[src/rtl/core/swhsr_pkg.sv]
package swhsr_pkg;

  // Frame geometry
  localparam int FRAME_BYTES = 5;
  localparam int FRAME_BITS  = FRAME_BYTES * 8;
  localparam int BIT_COUNT_W = $clog2(FRAME_BITS + 1);

  // Defaults for the top-level parameters
  localparam int TIMER_WIDTH_DEF = 16;
  localparam int QUEUE_DEPTH_DEF = 2;

  // High-pulse count saturates here and ends the bit
  localparam int HIGH_MAX = 255;

  // Configuration port
  localparam int CFG_INDEX_W = 3;
  localparam int CFG_WIDE_W  = 16;
  localparam int CFG_NARROW_W = 8;

  localparam logic [CFG_INDEX_W-1:0] REG_START_LOW     = 3'd0;
  localparam logic [CFG_INDEX_W-1:0] REG_RELEASE       = 3'd1;
  localparam logic [CFG_INDEX_W-1:0] REG_RESP_LOW_TMO  = 3'd2;
  localparam logic [CFG_INDEX_W-1:0] REG_RESP_PHASE_TMO = 3'd3;
  localparam logic [CFG_INDEX_W-1:0] REG_BIT_START_TMO = 3'd4;
  localparam logic [CFG_INDEX_W-1:0] REG_ONE_THRESHOLD = 3'd5;
  localparam logic [CFG_INDEX_W-1:0] REG_TAIL          = 3'd6;

  localparam logic [CFG_WIDE_W-1:0]   START_LOW_RST   = 16'd20000;
  localparam logic [CFG_WIDE_W-1:0]   RELEASE_RST     = 16'd30;
  localparam logic [CFG_NARROW_W-1:0] RESP_LOW_RST    = 8'd80;
  localparam logic [CFG_NARROW_W-1:0] RESP_PHASE_RST  = 8'd250;
  localparam logic [CFG_NARROW_W-1:0] BIT_START_RST   = 8'd150;
  localparam logic [CFG_NARROW_W-1:0] ONE_THRESH_RST  = 8'd30;
  localparam logic [CFG_WIDE_W-1:0]   TAIL_RST        = 16'd60;

  typedef struct packed {
    logic [CFG_WIDE_W-1:0]   start_low_ticks;
    logic [CFG_WIDE_W-1:0]   release_ticks;
    logic [CFG_NARROW_W-1:0] response_low_timeout;
    logic [CFG_NARROW_W-1:0] response_phase_timeout;
    logic [CFG_NARROW_W-1:0] bit_start_timeout;
    logic [CFG_NARROW_W-1:0] one_threshold;
    logic [CFG_WIDE_W-1:0]   tail_ticks;
  } swhsr_cfg_t;

  // One tick as it travels through the queue
  typedef struct packed {
    logic start_req;
    logic line_level;
  } swhsr_item_t;

  typedef struct packed {
    logic [4:0] temp_tens;
    logic [3:0] temp_ones;
    logic [3:0] temp_tenths;
    logic [4:0] hum_tens;
    logic [3:0] hum_ones;
  } swhsr_digits_t;

  typedef struct packed {
    logic          drive_low;
    logic          busy_res;
    logic          done_res;
    logic          checksum_ok;
    logic          timeout_seen;
    swhsr_digits_t digits;
  } swhsr_result_t;

  // Byte / 10 by reciprocal: (b * 205) >> 11 is exact for all 8-bit values
  function automatic logic [4:0] div10(input logic [7:0] b);
    logic [15:0] p;
    p = {8'd0, b} * 16'd205;
    return p[15:11];
  endfunction

  // Byte % 10 as b - 10 * (b / 10)
  function automatic logic [3:0] mod10(input logic [7:0] b);
    logic [4:0] q;
    logic [7:0] r;
    q = div10(b);
    r = b - {q, 3'b000} - {2'b00, q, 1'b0};
    return r[3:0];
  endfunction

endpackage

[src/rtl/core/swhsr_fifo.sv]
module swhsr_fifo #(
  parameter int DEPTH = swhsr_pkg::QUEUE_DEPTH_DEF
) (
  input  logic                    clk,
  input  logic                    rst,
  input  logic                    wr_valid,
  output logic                    wr_ready,
  input  swhsr_pkg::swhsr_item_t  wr_item,
  output logic                    rd_valid,
  input  logic                    rd_pop,
  output swhsr_pkg::swhsr_item_t  rd_item
);
  import swhsr_pkg::*;

  localparam int PW = (DEPTH > 1) ? $clog2(DEPTH) : 1;
  localparam int CNT_W = $clog2(DEPTH + 1);
  localparam logic [PW-1:0] LAST = PW'(DEPTH - 1);

  swhsr_item_t         slots [DEPTH];
  logic [PW-1:0]       wr_ptr;
  logic [PW-1:0]       rd_ptr;
  logic [CNT_W-1:0]    count;
  logic                push;

  assign wr_ready = (count != CNT_W'(DEPTH));
  assign rd_valid = (count != '0);
  assign rd_item  = slots[rd_ptr];
  assign push     = wr_valid && wr_ready;

  // Storage
  always_ff @(posedge clk) begin
    if (push) begin
      slots[wr_ptr] <= wr_item;
    end
  end

  // Pointers and fill level
  always_ff @(posedge clk) begin
    if (rst) begin
      wr_ptr <= '0;
      rd_ptr <= '0;
      count  <= '0;
    end else begin
      if (push) begin
        wr_ptr <= (wr_ptr == LAST) ? '0 : wr_ptr + 1'b1;
      end
      if (rd_pop) begin
        rd_ptr <= (rd_ptr == LAST) ? '0 : rd_ptr + 1'b1;
      end
      if (push && !rd_pop) begin
        count <= count + 1'b1;
      end else if (rd_pop && !push) begin
        count <= count - 1'b1;
      end
    end
  end

endmodule

[src/rtl/core/swhsr_back.sv]
module swhsr_back #(
  parameter int TIMER_WIDTH = swhsr_pkg::TIMER_WIDTH_DEF
) (
  input  logic                     clk,
  input  logic                     rst,
  input  logic                     q_valid,
  input  swhsr_pkg::swhsr_item_t   q_item,
  output logic                     q_pop,
  input  swhsr_pkg::swhsr_cfg_t    cfg,
  output logic                     out_valid,
  input  logic                     out_ready,
  output swhsr_pkg::swhsr_result_t res
);
  import swhsr_pkg::*;

  localparam int CW = (TIMER_WIDTH > CFG_WIDE_W) ? TIMER_WIDTH : CFG_WIDE_W;
  localparam logic [TIMER_WIDTH-1:0] TMAX = {TIMER_WIDTH{1'b1}};
  localparam logic [TIMER_WIDTH-1:0] HIGH_LIMIT = TIMER_WIDTH'(HIGH_MAX);

  // Sequencer states
  localparam logic [3:0] PH_IDLE      = 4'd0;
  localparam logic [3:0] PH_START_LOW = 4'd1;
  localparam logic [3:0] PH_RELEASE   = 4'd2;
  localparam logic [3:0] PH_RESP_LOW  = 4'd3;
  localparam logic [3:0] PH_RESP_HIGH = 4'd4;
  localparam logic [3:0] PH_RESP_LOW2 = 4'd5;
  localparam logic [3:0] PH_BIT_START = 4'd6;
  localparam logic [3:0] PH_BIT_HIGH  = 4'd7;
  localparam logic [3:0] PH_TAIL      = 4'd8;

  logic [3:0]             phase, phase_next;
  logic [TIMER_WIDTH-1:0] timer, timer_next;
  logic [BIT_COUNT_W-1:0] bit_count, bit_count_next;
  logic [FRAME_BITS-1:0]  frame, frame_next;
  swhsr_digits_t          digits, digits_next;
  logic                   chk_ok, chk_ok_next;
  logic                   tmo, tmo_next;
  logic                   done;

  logic [TIMER_WIDTH-1:0] tinc;
  logic [TIMER_WIDTH-1:0] hi_inc;
  logic [TIMER_WIDTH-1:0] meas;
  logic [CFG_WIDE_W-1:0]  limit;
  logic                   cur_hit;
  logic                   inc_hit;
  logic                   bit_one;
  logic [BIT_COUNT_W-1:0] bc_inc;
  logic [7:0]             b0, b1, b2, b3, b4;
  logic [7:0]             sum;

  assign q_pop = q_valid && (!out_valid || out_ready);

  // Saturating timer step and limit compares
  assign tinc    = (timer == TMAX) ? timer : timer + 1'b1;
  assign cur_hit = (CW'(timer) >= CW'(limit)) || (timer == TMAX);
  assign inc_hit = (CW'(tinc) >= CW'(limit)) || (tinc == TMAX);

  // High-pulse measurement
  assign hi_inc  = timer + 1'b1;
  assign meas    = q_item.line_level ? hi_inc : timer;
  assign bit_one = CW'(meas) > CW'(cfg.one_threshold);
  assign bc_inc  = bit_count + 1'b1;

  // Frame bytes, byte 0 received first
  assign b0  = frame[39:32];
  assign b1  = frame[31:24];
  assign b2  = frame[23:16];
  assign b3  = frame[15:8];
  assign b4  = frame[7:0];
  assign sum = b0 + b1 + b2 + b3;

  // Limit for the current phase
  always_comb begin
    unique case (phase)
      PH_START_LOW: limit = cfg.start_low_ticks;
      PH_RELEASE:   limit = cfg.release_ticks;
      PH_RESP_LOW:  limit = CFG_WIDE_W'(cfg.response_low_timeout);
      PH_RESP_HIGH,
      PH_RESP_LOW2: limit = CFG_WIDE_W'(cfg.response_phase_timeout);
      PH_BIT_START: limit = CFG_WIDE_W'(cfg.bit_start_timeout);
      PH_TAIL:      limit = cfg.tail_ticks;
      default:      limit = '0;
    endcase
  end

  // One tick of the reading sequence
  always_comb begin
    phase_next     = phase;
    timer_next     = timer;
    bit_count_next = bit_count;
    frame_next     = frame;
    digits_next    = digits;
    chk_ok_next    = chk_ok;
    tmo_next       = tmo;
    done           = 1'b0;

    unique case (phase)
      PH_IDLE: begin
        if (q_item.start_req) begin
          phase_next     = PH_START_LOW;
          timer_next     = TIMER_WIDTH'(1);
          bit_count_next = '0;
          frame_next     = '0;
          tmo_next       = 1'b0;
        end
      end
      PH_START_LOW, PH_RELEASE, PH_TAIL: begin
        if ((phase == PH_START_LOW && cur_hit) || inc_hit) begin
          timer_next = '0;
          unique case (phase)
            PH_START_LOW: phase_next = PH_RELEASE;
            PH_RELEASE:   phase_next = PH_RESP_LOW;
            default: begin
              // end of reading: checksum, then digits on a match
              phase_next = PH_IDLE;
              done       = 1'b1;
              if (sum == b4) begin
                chk_ok_next             = 1'b1;
                digits_next.temp_tens   = div10(b2);
                digits_next.temp_ones   = mod10(b2);
                digits_next.temp_tenths = mod10(b3);
                digits_next.hum_tens    = div10(b0);
                digits_next.hum_ones    = mod10(b0);
              end else begin
                chk_ok_next = 1'b0;
              end
            end
          endcase
        end else begin
          timer_next = tinc;
        end
      end
      PH_RESP_LOW, PH_RESP_HIGH, PH_RESP_LOW2, PH_BIT_START: begin
        // awaited level ends the wait; a timeout flags and moves on
        if ((q_item.line_level == (phase == PH_RESP_HIGH || phase == PH_BIT_START))
            || inc_hit) begin
          if (!(q_item.line_level == (phase == PH_RESP_HIGH || phase == PH_BIT_START))) begin
            tmo_next = 1'b1;
          end
          timer_next = '0;
          unique case (phase)
            PH_RESP_LOW:  phase_next = PH_RESP_HIGH;
            PH_RESP_HIGH: phase_next = PH_RESP_LOW2;
            PH_RESP_LOW2: phase_next = PH_BIT_START;
            default:      phase_next = PH_BIT_HIGH;
          endcase
        end else begin
          timer_next = tinc;
        end
      end
      PH_BIT_HIGH: begin
        if (!q_item.line_level || hi_inc >= HIGH_LIMIT) begin
          frame_next     = {frame[FRAME_BITS-2:0], bit_one};
          bit_count_next = bc_inc;
          timer_next     = '0;
          phase_next     = (bc_inc >= BIT_COUNT_W'(FRAME_BITS)) ? PH_TAIL : PH_BIT_START;
        end else begin
          timer_next = hi_inc;
        end
      end
      default: begin
        phase_next = PH_IDLE;
        timer_next = '0;
      end
    endcase
  end

  // Sequencer state, advanced once per popped tick
  always_ff @(posedge clk) begin
    if (rst) begin
      phase     <= PH_IDLE;
      timer     <= '0;
      bit_count <= '0;
      frame     <= '0;
      digits    <= '0;
      chk_ok    <= 1'b0;
      tmo       <= 1'b0;
    end else if (q_pop) begin
      phase     <= phase_next;
      timer     <= timer_next;
      bit_count <= bit_count_next;
      frame     <= frame_next;
      digits    <= digits_next;
      chk_ok    <= chk_ok_next;
      tmo       <= tmo_next;
    end
  end

  // Output register
  always_ff @(posedge clk) begin
    if (rst) begin
      out_valid <= 1'b0;
    end else if (q_pop) begin
      out_valid <= 1'b1;
    end else if (out_ready) begin
      out_valid <= 1'b0;
    end
  end

  always_ff @(posedge clk) begin
    if (q_pop) begin
      res.drive_low    <= (phase_next == PH_START_LOW);
      res.busy_res     <= (phase_next != PH_IDLE);
      res.done_res     <= done;
      res.checksum_ok  <= chk_ok_next;
      res.timeout_seen <= tmo_next;
      res.digits       <= digits_next;
    end
  end

endmodule

[src/rtl/core/single_wire_humidity_sensor_reader.sv]
// Single-wire temperature/humidity sensor reader.
// Input channel (in_valid/in_ready): one transfer per timing tick, carrying
// start_req and the sampled line_level. Output channel (out_valid/out_ready):
// exactly one result transfer per input transfer, in order, giving the wire
// drive, busy/done status, checksum and timeout flags and the decimal digits.
// Config channel (cfg_valid/cfg_ready): cfg_index selects one of seven
// timing registers, cfg_data is written; cfg_ready is always high. Write
// only while no tick is in flight.
// Throughput: one tick per cycle while out_ready is high; the sequencer
// advances one tick per cycle unless the receiver stalls, and a queue of
// QUEUE_DEPTH entries (two by default) in front of it plus the output
// register keep both channels moving independently.
// Reset: config registers take their defaults, the sequencer goes idle,
// digits and flags clear, queue and output register empty.
// Receiver stall: the result holds; the sequencer stops, the queue fills and
// in_ready drops once all QUEUE_DEPTH entries are taken.
module single_wire_humidity_sensor_reader #(
  parameter int TIMER_WIDTH = swhsr_pkg::TIMER_WIDTH_DEF,
  parameter int QUEUE_DEPTH = swhsr_pkg::QUEUE_DEPTH_DEF
) (
  input  logic                                  clk,
  input  logic                                  rst,
  input  logic                                  in_valid,
  output logic                                  in_ready,
  input  logic                                  start_req,
  input  logic                                  line_level,
  output logic                                  out_valid,
  input  logic                                  out_ready,
  output logic                                  drive_low,
  output logic                                  busy_res,
  output logic                                  done_res,
  output logic                                  checksum_ok,
  output logic                                  timeout_seen,
  output logic [4:0]                            temp_tens,
  output logic [3:0]                            temp_ones,
  output logic [3:0]                            temp_tenths,
  output logic [4:0]                            hum_tens,
  output logic [3:0]                            hum_ones,
  input  logic                                  cfg_valid,
  output logic                                  cfg_ready,
  input  logic [swhsr_pkg::CFG_INDEX_W-1:0]     cfg_index,
  input  logic [swhsr_pkg::CFG_WIDE_W-1:0]      cfg_data
);
  import swhsr_pkg::*;

  swhsr_cfg_t    cfg;
  swhsr_item_t   in_item;
  swhsr_item_t   q_item;
  logic          q_valid;
  logic          q_pop;
  swhsr_result_t res;

  assign cfg_ready = 1'b1;

  // Configuration registers
  always_ff @(posedge clk) begin
    if (rst) begin
      cfg.start_low_ticks        <= START_LOW_RST;
      cfg.release_ticks          <= RELEASE_RST;
      cfg.response_low_timeout   <= RESP_LOW_RST;
      cfg.response_phase_timeout <= RESP_PHASE_RST;
      cfg.bit_start_timeout      <= BIT_START_RST;
      cfg.one_threshold          <= ONE_THRESH_RST;
      cfg.tail_ticks             <= TAIL_RST;
    end else if (cfg_valid && cfg_ready) begin
      unique case (cfg_index)
        REG_START_LOW:      cfg.start_low_ticks        <= cfg_data;
        REG_RELEASE:        cfg.release_ticks          <= cfg_data;
        REG_RESP_LOW_TMO:   cfg.response_low_timeout   <= cfg_data[CFG_NARROW_W-1:0];
        REG_RESP_PHASE_TMO: cfg.response_phase_timeout <= cfg_data[CFG_NARROW_W-1:0];
        REG_BIT_START_TMO:  cfg.bit_start_timeout      <= cfg_data[CFG_NARROW_W-1:0];
        REG_ONE_THRESHOLD:  cfg.one_threshold          <= cfg_data[CFG_NARROW_W-1:0];
        REG_TAIL:           cfg.tail_ticks             <= cfg_data;
        default: ;
      endcase
    end
  end

  assign in_item.start_req  = start_req;
  assign in_item.line_level = line_level;

  // Front: tick queue
  swhsr_fifo #(
    .DEPTH(QUEUE_DEPTH)
  ) u_fifo (
    .clk      (clk),
    .rst      (rst),
    .wr_valid (in_valid),
    .wr_ready (in_ready),
    .wr_item  (in_item),
    .rd_valid (q_valid),
    .rd_pop   (q_pop),
    .rd_item  (q_item)
  );

  // Back: reading sequencer and output register
  swhsr_back #(
    .TIMER_WIDTH(TIMER_WIDTH)
  ) u_back (
    .clk       (clk),
    .rst       (rst),
    .q_valid   (q_valid),
    .q_item    (q_item),
    .q_pop     (q_pop),
    .cfg       (cfg),
    .out_valid (out_valid),
    .out_ready (out_ready),
    .res       (res)
  );

  assign drive_low    = res.drive_low;
  assign busy_res     = res.busy_res;
  assign done_res     = res.done_res;
  assign checksum_ok  = res.checksum_ok;
  assign timeout_seen = res.timeout_seen;
  assign temp_tens    = res.digits.temp_tens;
  assign temp_ones    = res.digits.temp_ones;
  assign temp_tenths  = res.digits.temp_tenths;
  assign hum_tens     = res.digits.hum_tens;
  assign hum_ones     = res.digits.hum_ones;

endmodule

[config.mk]
export PLATFORM = sky130hd
export DESIGN_NAME = single_wire_humidity_sensor_reader
export DESIGN_NICKNAME = d
export VERILOG_FILES = /design/src/rtl/core/swhsr_pkg.sv /design/src/rtl/core/swhsr_fifo.sv /design/src/rtl/core/swhsr_back.sv /design/src/rtl/core/single_wire_humidity_sensor_reader.sv
export SDC_FILE = /design/constraint.sdc
export NUM_CORES = 1
export LEC_CHECK = 0
export BUFFER_PORTS_ARGS = -buffer_cell sky130_fd_sc_hd__buf_2
export CORE_ASPECT_RATIO = 1.75
export CORE_UTILIZATION = 45
export CTS_CLUSTER_DIAMETER = 80
export DETAILED_ROUTE_END_ITERATION = 10
export HOLD_SLACK_MARGIN = 0.1
export PLACE_DENSITY = 0.62
export SYNTH_ARGS = -nofsm -noshare
export SYNTH_HDL_FRONTEND = slang
export SYNTH_SLANG_ARGS = --single-unit
export TNS_END_PERCENT = 1
[constraint.sdc]
create_clock -name clk -period 5.08 [get_ports clk]
set_input_delay 0.254 -clock clk [delete_from_list [all_inputs] [get_ports clk]]
set_output_delay 0.254 -clock clk [all_outputs]
set_load 0.01 [all_outputs]
==> results of run 1 <==
-- power breakdown --
| group | total, µW | leakage [µW] | switching (µW) | internal [µW] |
|---|---|---|---|---|
| Combinational | 1810 | 0.00542 | 1210 | 598 |
| Clock | 1680 | 0.000371 | 705 | 978 |
| Sequential | 1950 | 0.00173 | 94.6 | 1860 |
-- repair_timing --
action,in CTS,in global routing
hold endpoints to repair,75,0
setup endpoints to repair,2,7
hold buffers,19,0
resized for setup,1,24
setup buffers,0,6
pin swaps,0,17
-- final cells by class --
type | count | area share [%]
diodes | 1 | 0.01550
clock buffers | 30 | 3.913
inverters | 140 | 3.254
well taps | 391 | 3.029
flip-flops and latches | 207 | 27.64
clock inverters | 10 | 0.6741
multi-input cells | 1200 | 55.42
repair buffers | 140 | 6.059
-- layer usage --
metal | global-route usage (%) | up-vias | part of all wire (%)
met2 | 46.07 | 267 | 54
met4 | 13.57 | 0 | 5.8
met1 | 24.99 | 5608 | 36
li1 | - | 5717 | -
met3 | 2.548 | 105 | 3.4
met5 | 0 | - | 0
-- logic make-up (layout without fill, tap and decap cells) --
group                      count (synthesis)  count (layout)  synth area share [%]
DFF                                      207             207                 31.44
buffers and inverters                    221             320                 6.314
muxes                                     46              46                 3.444
and+or+nand+nor                          548             548                 17.72
AOI/OAI and AO/OA                        295             295                 13.29
other                                      1               2               0.02647
adders and majority gates                227             227                 22.54
xor gates and xnor gates                  83              83                 5.228
-- metrics by stage --
step	hold slack, ps	total power, µW	instance area (µm²)	TNS (ps)
finish	135.6	5448	16150	0
global route	144.1	5735	16150	-22.73
floorplan	352.9	3129	14170	0
global placement	441.0	3765	15070	0
detailed placement	445.9	3780	15070	-18.32
CTS	117.0	5490	16010	-10.41
-- sequential cells by signal (all words and copies together) (netlist names), named ones only --
name / cells
cfg: 80
u_back.frame: 40
u_back.res: 27
u_back.digits: 22
u_back.timer: 16
u_back.bit_count: 6
u_back.phase: 4
u_fifo.slots: 4
u_fifo.count: 2
u_back.chk_ok: 1
u_back.out_valid: 1
u_back.tmo: 1
u_fifo.rd_ptr: 1
u_fifo.wr_ptr: 1
-- layout by cell type, fill, tap and decap left out, types with 5 or more instances in the layout --
cell and count:
a211o_1 8, a211oi_1 10, a21o_1 20, a21oi_1 133
a222oi_1 16, a22oi_1 16, a31oi_1 5, and2_1 6
and3_1 12, buf_2 53, buf_4 67, clkbuf_16 23
clkinv_2 5, dfxtp_1 171, dlygate4sd3_1 19, edfxtp_1 31
fa_1 47, ha_1 175, inv_1 138, mux2_1 16
mux2i_1 27, nand2_1 288, nand2b_1 17, nand3_1 19
nand3b_1 29, nand4_1 15, nor2_1 95, nor2b_1 17
nor3_1 15, nor3b_1 5, nor4_1 5, o211a_1 5
o21ai_0 29, o21ai_1 8, or3_1 6, xnor2_1 53
xor2_1 27
-- synthesized netlist by cell type (all sizes together) (8+ instances only) --
master / number / share of area, %
and2: 8 / 0.39
buf: 27 / 1.2
mux2: 19 / 1.5
nand2: 289 / 7.7
nor2: 95 / 2.5
edfxtp: 31 / 6.6
inv: 140 / 3.7
xnor2: 55 / 3.4
o21ai: 39 / 1.4
dfxtp: 176 / 25
a21o: 20 / 1.1
a211o: 8 / 0.49
a21oi: 134 / 4.7
nand2b: 17 / 0.75
nand3: 19 / 0.67
nand3b: 29 / 1.5
clkbuf: 54 / 1.4
nor2b: 17 / 0.75
nor3: 18 / 0.64
a211oi: 14 / 0.78
xor2: 27 / 1.7
and3: 12 / 0.53
a222oi: 16 / 1.1
ha: 180 / 16
nand4: 16 / 0.75
a22oi: 16 / 0.85
fa: 47 / 6.6
mux2i: 27 / 1.9
-- worst min-delay path, cell delays in order --
cell     delay [ps]
buf_2           110
nand2_1         100
xor2_1           80
nor2_1           70
-- path summary, 6_finish.rpt --
path | endpoint | cells after the start | slack (ps)
worst max-delay path | u_back.res[12] | 20 | 220
worst max register to register | u_back.res[12] | 20 | 220
worst min register to register | cfg[13] | 2 | 460
worst min-delay path | u_fifo.wr_ptr | 4 | 140
==> reports/qor.yml, run 1 <==
synthesis:
  ys_seq_elements: 207
  ys_types: 70
  yosys_warnings: 0
  async_reset_ff_share_pct: 0
  ys_seq_area_share_pct: 31.44
  syn_nets: 1881
  syn_avg_cell_area_um2: 8.702
  synth_enable_flop_cells: 31
  synth_area_um2: 14170
  syn_inst: 1628
  synthFlopType: "dfxtp_1"
clocking:
  clk_latency_ps: 540
  cts_tree: "built"
  clockBufferDepth: 3
  path_clk_slew_ps: 70
  clockRootBuffer: "clkbuf_16"
  cts_inserted_buffers: 22
  htree_levels: 1
  cts_sinks: 207
setup_path:
  cp-start-kind: "register"
  worstSetupPathType: "register to register"
  critical_path.max_fanout: 3
  reg2reg_from: "u_back.frame[14]"
  crit_chain: "ha_4 > inv_1 > fa_1 > inv_2 > fa_1 > inv_1 > fa_1 > inv_1 > ha_1 > o21ai_2 > o21ai_2 > o31a_1 > o21a_1 > nor2_1 > ha_2 > xnor2_2 > xnor2_1 > xnor2_1 > xnor3_1 > mux2_4"
  crit_family: "adder cells"
  cp-startpoint: "u_back.frame[14]"
  worstPathArrival_ps: 5140
  critPathBufInv: 4
  slowest_stage: "fa_1"
  slowest_delay_ps: 550
  cp.required_ps: 5360
  critPathCaptureType: "register"
die:
  rows: 85
  die_w_um: 136.1
  start_util_pct: 45.94
  core_region_area_um2: 30840
  die-area_um2: 32220
  die_height_um: 236.7
  num_io_pins: 56
global_route:
  grt_overflow: 0
  grt_max_degree: 92
  grt_pass1_vias: 11615
  grtUsageTotal_pct: 24.20
  antenna_found_initial: 1
  grt_pass1_wl_mm: 60.97
routing:
  avgViaCountPerCell: 5.520
  finalWirelength_mm: 38.03
  drc: 0
  drt-wirelength-per-cell_um: 17.95
  routed-via-count: 11697
  ant_nets: 0
  dr.first_iter.drc_count: 686
  drt-pass1-iter-count: 7
timing:
  min_period_ps: 4861
  slew_violations: 0
  max_freq_mhz: 205.7
  slew_headroom_pct: 24.71
  hold_viol: 0
  clock_skew_ps: 32.04
  setup_violations: 0
  finalCritPeriodShare_pct: 95.69
  fin_ws_ps: 219.0
  worst_pin_slew_ps: 1126
job:
  maxCapViolations: 0
pwr:
  leakage_uw: 0.007518
  ir_drop_uv: 392.2
  power.density_nw_per_um2: 337.3
status:
  status: "completed"
placement:
  port-buffer-count: 54
  dp_hpwl_mm: 28.46
  placed_cells: 2053
  pre_cts_ws_ps: -12.08
  gp_congestion: 0.9087
layout:
  layout.cells.non_filler: 2119
  utilization_pct: 52.36
  drive_gt1_share_pct: 11.35
  seqCellArea_um2: 4463
  multi_input_area_um2: 8950
  nNetsFinal: 1964
  fill_cells: 2929
  syn_to_final_growth_pct: 13.99
worst_hold_path:
  hold_start: "in_valid"
  hp-class: "input port to register"
No activity file was read; power rests on OpenSTA's default activity.
==> inputs of run 2 (changes only) <==
MAX_ROUTING_LAYER = met4   (was default)
==> run 2 against run 1 <==
Compared with the run above: worst hold slack better by 9.1 ps; global-route usage is 0.85 points higher; first-iteration DRC count decreased by 1.2%; design area up 0.56%; critical path type unchanged; maximum frequency is 0.15% lower; sequential power about the same; largest power group unchanged; sequential cell count is the same; power up 2.8%; sequential share of layout area fell by 0.15 points; critical endpoint unchanged; register-to-register slack about the same.
==> reports/qor.yml, run 2 (synthesis gave the netlist of run 1 again) <==
status:
  status: "completed"
global_route:
  grt_overflow: 0
  grtUsageTotal_pct: 25.05
  grt_pass1_vias: 11926
  antenna_found_initial: 0
  grt_pass1_wl_mm: 61.35
  grt_max_degree: 90
die:
  num_io_pins: 56
  rows: 85
  start_util_pct: 45.94
  core_region_area_um2: 30840
  die_w_um: 136.1
  die_height_um: 236.7
  die-area_um2: 32220
timing:
  finalCritPeriodShare_pct: 95.83
  rsz0062_at_grt: "true"
  clock_skew_ps: 19.73
  slew_headroom_pct: 27.40
  fin_ws_ps: 211.9
  max_freq_mhz: 205.4
  setup_violations: 0
  hold_viol: 0
  worst_pin_slew_ps: 1086
  slew_violations: 0
  whs_ps: 144.7
  min_period_ps: 4868
setup_path:
  cp-start-kind: "register"
  critPathCaptureType: "register"
  critPathMostFrequentCell: "fa_1"
  slowest_stage: "fa_1"
  critical_path.max_fanout: 3
  cp.required_ps: 5370
  worstSetupPathType: "register to register"
  slowest_delay_ps: 550
  worstPathArrival_ps: 5160
  crit_chain: "ha_4 > inv_1 > fa_1 > inv_2 > fa_1 > inv_1 > fa_1 > inv_2 > ha_4 > o21ai_4 > o21ai_2 > o31a_1 > buf_4 > nor3_2 > nor2_1 > ha_2 > xnor2_2 > xnor2_1 > xnor2_1 > xnor3_1 > mux2_4"
pwr:
  power.density_nw_per_um2: 344.9
  leakage_uw: 0.007534
  ir_drop_uv: 292.1
clocking:
  path_clk_slew_ps: 70
  cts_sinks: 207
  clockRootBuffer: "clkbuf_16"
  clk_latency_ps: 540
  htree_levels: 1
  cts_tree: "built"
  clockBufferDepth: 3
  cts_inserted_buffers: 23
layout:
  final_common_cell: "nand2_1"
  regMostFlops: "cfg"
  antenna_cells: 0
  reg_top3: "cfg x80, u_back.frame x40, u_back.res x27"
  drive_gt1_share_pct: 11.68
  layout.cells.non_filler: 2121
  seqCellArea_um2: 4463
  final_cell_mix: "288 x nand2_1, 175 x ha_1, 171 x dfxtp_1"
  syn_to_final_growth_pct: 14.62
  nNetsFinal: 1966
  post-route-cell-area_um2: 16240
  largest_reg_flops: 80
  multi_input_area_um2: 8955
  fill_cells: 2913
routing:
  routed-via-count: 11701
  dr.first_iter.drc_count: 678
  ant_nets: 0
  drt-wirelength-per-cell_um: 17.92
  finalWirelength_mm: 38.01
  drt-pass1-iter-count: 6
  drc: 0
  avgViaCountPerCell: 5.517
placement:
  dp_hpwl_mm: 28.57
  port-buffer-count: 54
  gp_congestion: 0.9271
  pre_cts_ws_ps: -5.807
  placed_cells: 2055
  placed_cell_area_um2: 15090
job:
  maxCapViolations: 0
worst_hold_path:
  hp-class: "input port to register"
-- run 2: timing repair --
action,CTS,global route
hold buffers,19,0
endpoints found under the setup margin,1,7
pin swaps,0,15
gates cloned,0,0
setup buffers,0,5
gates resized for setup,1,26
endpoints found under the hold margin,76,0
-- run 2: per-layer routing --
metal | vias up | GRT usage (%) | wire length [µm]
met5 | - | - | 0
met3 | 114 | 2.676 | 1245
met1 | 5588 | 24.88 | 13920
met2 | 276 | 46.30 | 20570
li1 | 5723 | - | -
met4 | 0 | 14.18 | 2280
-- run 2: stage by stage --
| stage | utilization [%] | TNS, ps | total power (µW) |
|---|---|---|---|
| after global routing | 52.65 | -45.04 | 5897 |
| after global placement | 48.92 | 0 | 3768 |
| after floorplan | - | 0 | 3129 |
| final | 52.65 | 0 | 5601 |
| after CTS | 52.20 | 0 | 5635 |
| after detailed placement | 48.92 | -5.807 | 3792 |
-- run 2: final cells by class --
type | count | share of cell area, %
clock inverters | 13 | 1.125
well taps | 391 | 3.013
inverters | 140 | 3.236
clock buffers | 29 | 3.929
multi-input cells | 1200 | 55.14
repair buffers | 141 | 6.071
flip-flops and latches | 207 | 27.48
-- run 2: where the power goes --
| group | internal [µW] | switching (µW) |
|---|---|---|
| sequential | 1860 | 95.3 |
| clock | 1100 | 722 |
| combinational | 605 | 1220 |
-- run 2: worst max-delay path: cells and delay by family, from the launching register on --
family                     cells  cell delay [ps]
buffers and inverters          5              350
muxes                          1              280
AOI/OAI and AO/OA              3              540
and+or+nand+nor                2              160
adders and majority gates      6             2270
DFF                            1              330
xor gates and xnor gates       4              690
-- run 2: worst paths after layout --
kind / from / endpoint / slack (ps) / cells past startpoint
max: u_back.frame[13] / u_back.res[12] / 210 / 21
min: in_valid / u_fifo.wr_ptr / 140 / 4
max reg2reg: u_back.frame[13] / u_back.res[12] / 210 / 21
min reg2reg: cfg[41] / cfg[41] / 450 / 2
